### config.mk
export PLATFORM = sky130hd
export DESIGN_NAME = rtih_mix
export DESIGN_NICKNAME = d
export VERILOG_FILES = /design/src/design/rtih_pkg.sv /design/src/design/rtih_mix.sv
export SDC_FILE = /design/constraint.sdc
export NUM_CORES = 2
export LEC_CHECK = 0
export BUFFER_PORTS_ARGS = -buffer_cell sky130_fd_sc_hd__buf_2
export CORE_MARGIN = 2
export CORE_UTILIZATION = 56
export CTS_CLUSTER_DIAMETER = 120
export DETAILED_ROUTE_END_ITERATION = 8
export PLACE_DENSITY = 0.79
export SETUP_SLACK_MARGIN = 0.15
export SKIP_CTS_REPAIR_TIMING = 1
export SKIP_LAST_GASP = 1
export SLEW_MARGIN = 20
export SYNTH_ARGS = -nofsm -noshare
export SYNTH_HDL_FRONTEND = slang
export SYNTH_SLANG_ARGS = --single-unit
### constraint.sdc
create_clock -name clk_i -period 30.6 [get_ports clk_i]
set_input_delay 1.53 -clock clk_i [delete_from_list [all_inputs] [get_ports clk_i]]
set_output_delay 1.53 -clock clk_i [all_outputs]
set_load 0.01 [all_outputs]
### src/design/rtih_pkg.sv
// Shared types, constants and state encodings of the route table hash block.
`default_nettype none

package rtih_pkg;

  localparam int MAX_NODES_DEF = 64;

  localparam int HOP_W    = 6;
  localparam int NODE_W   = 6;
  localparam int REG_W    = 7;
  localparam int CFG_IDX_W = 4;
  localparam int COUNT_OUT_W = 13;

  localparam logic [REG_W-1:0] REG_RESET = 7'd64;

  // Configuration register indexes.
  localparam logic [CFG_IDX_W-1:0] CFG_SOURCE_COUNT = 4'd0;
  localparam logic [CFG_IDX_W-1:0] CFG_DEST_COUNT   = 4'd1;

  // Command codes.
  localparam logic CMD_GET = 1'b0;
  localparam logic CMD_SET = 1'b1;

  // Status codes.
  localparam logic [1:0] STATUS_OK       = 2'd0;
  localparam logic [1:0] STATUS_BAD_SRC  = 2'd1;
  localparam logic [1:0] STATUS_BAD_DST  = 2'd2;
  localparam logic [1:0] STATUS_BAD_HOP  = 2'd3;

  // Hash constants.
  localparam logic [63:0] MIX_GOLDEN = 64'h9e3779b97f4a7c15;
  localparam logic [63:0] MIX_K1     = 64'hbf58476d1ce4e5b9;
  localparam logic [63:0] MIX_K2     = 64'h94d049bb133111eb;
  localparam logic [63:0] SALT_DST   = 64'h00000100000001b3;
  localparam logic [63:0] SALT_HOP   = 64'h517cc1b727220a95;

  typedef struct packed {
    logic              command;
    logic [NODE_W-1:0] source_node;
    logic [NODE_W-1:0] destination_node;
    logic [HOP_W-1:0]  next_hop;
    logic              delete_route;
  } item_t;

  typedef struct packed {
    logic [1:0]             status;
    logic                   was_present;
    logic [HOP_W-1:0]       old_next_hop;
    logic                   changed;
    logic [COUNT_OUT_W-1:0] route_count;
    logic [63:0]            state_hash;
  } result_t;

  typedef struct packed {
    logic             valid;
    logic [HOP_W-1:0] hop;
  } entry_t;

  typedef enum logic [1:0] {
    MX_IDLE,
    MX_LL,
    MX_HL,
    MX_LH
  } mx_state_e;

  typedef enum logic [3:0] {
    ST_IDLE,
    ST_READ,
    ST_MIX_SRC,
    ST_MIX_DST,
    ST_MIX_OLD_HOP,
    ST_MIX_OLD_SUM,
    ST_MIX_NEW_HOP,
    ST_MIX_NEW_SUM,
    ST_DONE
  } rt_state_e;

endpackage

`default_nettype wire

### src/design/rtih_mix.sv
// Iterative splitmix64 finalizer built around one shared 32x32 multiplier.
`default_nettype none

module rtih_mix (
  input  wire logic        clk_i,
  input  wire logic        rst_ni,
  input  wire logic        start_i,
  input  wire logic [63:0] x_i,
  output logic             done_o,
  output logic [63:0]      result_o
);

  rtih_pkg::mx_state_e state_q, state_d;
  logic        round_q, round_d;
  logic        done_q, done_d;
  logic [63:0] z_q, z_d;
  logic [63:0] acc_q, acc_d;
  logic [63:0] res_q, res_d;

  logic [63:0] k;
  logic [31:0] a_part, b_part;
  logic [63:0] prod;
  logic [63:0] sum;
  logic [63:0] pre;

  assign k    = round_q ? rtih_pkg::MIX_K2 : rtih_pkg::MIX_K1;
  assign prod = 64'(a_part) * 64'(b_part);
  assign sum  = acc_q + {prod[31:0], 32'b0};
  assign pre  = x_i + rtih_pkg::MIX_GOLDEN;

  // A 64-bit product modulo 2^64 is built from three 32-bit partial products.
  always_comb begin
    state_d = state_q;
    round_d = round_q;
    done_d  = 1'b0;
    z_d     = z_q;
    acc_d   = acc_q;
    res_d   = res_q;
    a_part  = z_q[31:0];
    b_part  = k[31:0];
    unique case (state_q)
      rtih_pkg::MX_IDLE: begin
        if (start_i) begin
          z_d     = pre ^ (pre >> 30);
          round_d = 1'b0;
          state_d = rtih_pkg::MX_LL;
        end
      end
      rtih_pkg::MX_LL: begin
        acc_d   = prod;
        state_d = rtih_pkg::MX_HL;
      end
      rtih_pkg::MX_HL: begin
        a_part  = z_q[63:32];
        acc_d   = sum;
        state_d = rtih_pkg::MX_LH;
      end
      rtih_pkg::MX_LH: begin
        b_part = k[63:32];
        if (!round_q) begin
          z_d     = sum ^ (sum >> 27);
          round_d = 1'b1;
          state_d = rtih_pkg::MX_LL;
        end else begin
          res_d   = sum ^ (sum >> 31);
          done_d  = 1'b1;
          state_d = rtih_pkg::MX_IDLE;
        end
      end
      default: state_d = rtih_pkg::MX_IDLE;
    endcase
  end

  always_ff @(posedge clk_i or negedge rst_ni) begin
    if (!rst_ni) begin
      state_q <= rtih_pkg::MX_IDLE;
      round_q <= 1'b0;
      done_q  <= 1'b0;
    end else begin
      state_q <= state_d;
      round_q <= round_d;
      done_q  <= done_d;
    end
  end

  always_ff @(posedge clk_i) begin
    z_q   <= z_d;
    acc_q <= acc_d;
    res_q <= res_d;
  end

  assign done_o   = done_q;
  assign result_o = res_q;

endmodule

`default_nettype wire

==> flow_summary.yaml <==
yosys:
  synthMostInstantiatedCell: "inv_1"
  synth.cell_area_mm2: 0.0409
  synth-seq-area-share: 0.144
  synth_enable_flop_cells: 192
  synth_top_cells_by_count: "inv_1 (968), fa_1 (818), ha_1 (373)"
  ys_seq_elements: 196
  dominantRegCellSynth: "edfxtp_1"
  netlist_top_cells_area: "fa_1 (40%), edfxtp_1 (14%), ha_1 (11%)"
  synth_top_cell_by_area: "fa_1"
  yosysUniqueCellTypes: 93
  synth.yosys.warnings: 0
  synthesis.instances: 4132
  avgSynthCellArea_um2: 9.89
  mappedNetlistNets: 5390
  netlist.area_leader.share: 0.401
  postSynth.asyncResetShare: 0.0204
route:
  met1_wirelength_um: 53900
  dr.first_iter.drc_count: 4003
  routed_wirelength_um: 140000
  top_signal_layer_used: "met4"
  via_count: 30800
  firstDrtPassIters: 7
  met3WireLength_um: 13600
  avg_wl_per_cell_um: 26.9
  drt_drc_violations_left: 0
  detail_route.vias_per_cell: 5.93
  met2_length_um: 62500
  final_antenna_net_count: 0
critical_path:
  data_required_time_of_the_critical_path_ns: 30.92
  critical_path.startpoint: "state_q[0]$_DFFE_PN0P_"
  cp-start-kind: "flop"
  crit-reg2reg-launch: "state_q[0]$_DFFE_PN0P_"
  cp_max_fo: 49
  worst_path_max_delay_cell: "mux2i_1"
  worst-r2r-cell-count: 36
  worstSetupEndpoint: "z_q[36]$_DFFE_PP_"
  worst-endpoint-arrival_ns: 12.69
  timing.critical_path.slowest_cell_delay_ns: 0.92
  critical_path_class: "flop to flop"
  crit_path_frequent_cell: "fa_1"
  rr_endpoint: "z_q[36]$_DFFE_PP_"
  cp-end-kind: "flop"
  worst-r2r-setup-slack_ns: 18.23
placed_design:
  numPortBuffers: 131
  place.gp.congestion: 1.04
  place.detailed.hpwl_um: 122000
sta:
  timing.final.hold_violations: 0
  slew_of_the_pin_with_the_lowest_slew_margin_ns: 1.11
  max_slew_margin: 0.256
  max_freq_mhz: 80.8
  period_minus_slack_ns: 12.37
  final-setup-viol-count: 0
  final.setup_skew_ns: 0.0255
  rsz0062_at_grt: "no"
  fin_tns_setup_ns: 0
  final.period_utilization: 0.404
  timing_max_transition_violations_final: 0
layout:
  final_util: 0.596
  filler_instances: 6254
  layout-drive-gt1-share: 0.0683
  synthToLayoutAreaGrowth_pct: 5.96
  finalNetCount: 5475
clocking:
  tritoncts_buffers: 17
  clk_lat_worst_skew_ns: 0.47
  clock_tree_from_tritoncts: "built"
  cts.htree.levels: 4
  clk_pin_slew_worst_paths_ns: 0.09
  ctsRootBufferMaster: "clkbuf_16"
  numClockSinks: 196
  cts_max_path_buffers: 2
floorplan:
  placeableCoreArea_mm2: 0.0726
  placement_rows: 99
  die_w_um: 274
  die_y_um: 274
  io_pins: 132
  area_of_the_die_mm2: 0.0751
  initial_util: 0.563
outcome:
  outcome: "finished, final reports clean"
run:
  maxCapViolCount: 0
global_route:
  overflow_left_after_global_routing: 0
  grt_pass1_wl_um: 207000
  grt_max_degree: 84
  antenna_found_initial: 2
  groute.usage.overall: 0.384
  first_global_vias: 31900
worst_hold_path:
  hold_class: "flop to flop"
[metrics by stage]
stage	cells	cell area [um2]	setup slack, ns	hold WS [ns]
after detailed placement	5157	42700	18.41	0.604
after global routing	5189	43300	17.89	0.637
after global placement	5157	42700	18.52	0.571
after CTS	5189	43300	18.35	0.612
after floorplan	4132	40900	20.31	0.530
final	5192	43300	18.23	0.606
[critical path: cells and delay by family, from the launching register on]
family	cells	cell delay (ns)
adder cells (fa/ha/maj)	11	5.05
AND/OR/NAND/NOR	7	1.67
buffers and inverters	8	1.61
AO/OA/AOI/OAI	7	1.48
XOR/XNOR	2	0.94
multiplexers	1	0.92
flip-flops	1	0.47
[flip-flops by register name (all words and copies together), names as in the netlist]
register / flops
acc_q: 64
result_o: 64
z_q: 64
state_q: 2
done_o: 1
round_q: 1
[cells by family after synthesis]
kind of cell    after synthesis  share of synthesized area
simple gates                846                     0.0928
xor+xnor                    252                     0.0555
flops                       196                      0.144
buf+inv                    1080                     0.0996
mux                          50                     0.0128
fa+ha+maj                  1192                      0.515
compound gates              516                     0.0806
[worst min path at each step]
stage / end / slack (ns) / cells past startpoint / start
floorplan: state_q[0]$_DFFE_PN0P_ / 0.53 / 1 / state_q[0]$_DFFE_PN0P_
global placement: acc_q[0]$_DFFE_PP_ / 0.57 / 1 / z_q[0]$_DFFE_PP_
detailed placement: result_o[6]$_DFFE_PN_ / 0.60 / 1 / acc_q[6]$_DFFE_PP_
CTS: acc_q[0]$_DFFE_PP_ / 0.61 / 1 / z_q[0]$_DFFE_PP_
global route: result_o[6]$_DFFE_PN_ / 0.64 / 1 / acc_q[6]$_DFFE_PP_
finish: result_o[6]$_DFFE_PN_ / 0.61 / 1 / acc_q[6]$_DFFE_PP_
[layer usage]
metal,vias up,track usage
met4,0,0.212
li1,13000,-
met1,15500,0.526
met2,1843,0.587
met5,-,0
met3,371,0.0642
[cell type report]
class                      count  area [um2]  share of cell area
antenna                        3        7.51            0.000173
clock inverter                15         194             0.00448
tap                          959        1200              0.0277
inverter                     971        3640              0.0842
multi-input combinational   2856       31000               0.715
timing repair buffer         175         986              0.0228
sequential                   196        5870               0.136
clock buffer                  17         425             0.00983
[cell usage in the layout (no fill, tap or decap), drive strengths merged, types with 11 or more instances in the layout]
cell	count
inv	978
fa	818
ha	373
nor2	359
nand2	250
edfxtp	192
buf	175
a21oi	156
xnor2	144
o21ai	140
xor2	105
a21o	62
and2	42
nand2b	33
mux2i	32
nor3	28
nand4	25
o21a	22
and3	22
o22ai	22
nand3	21
a31oi	20
mux2	18
clkbuf	17
o21bai	16
nor2b	14
o211ai	14
or2	14
a211oi	12
or3	11
o31ai	11
Power is not shown: default switching activity piles up to over one toggle a cycle in this logic, so the estimate is an artifact.
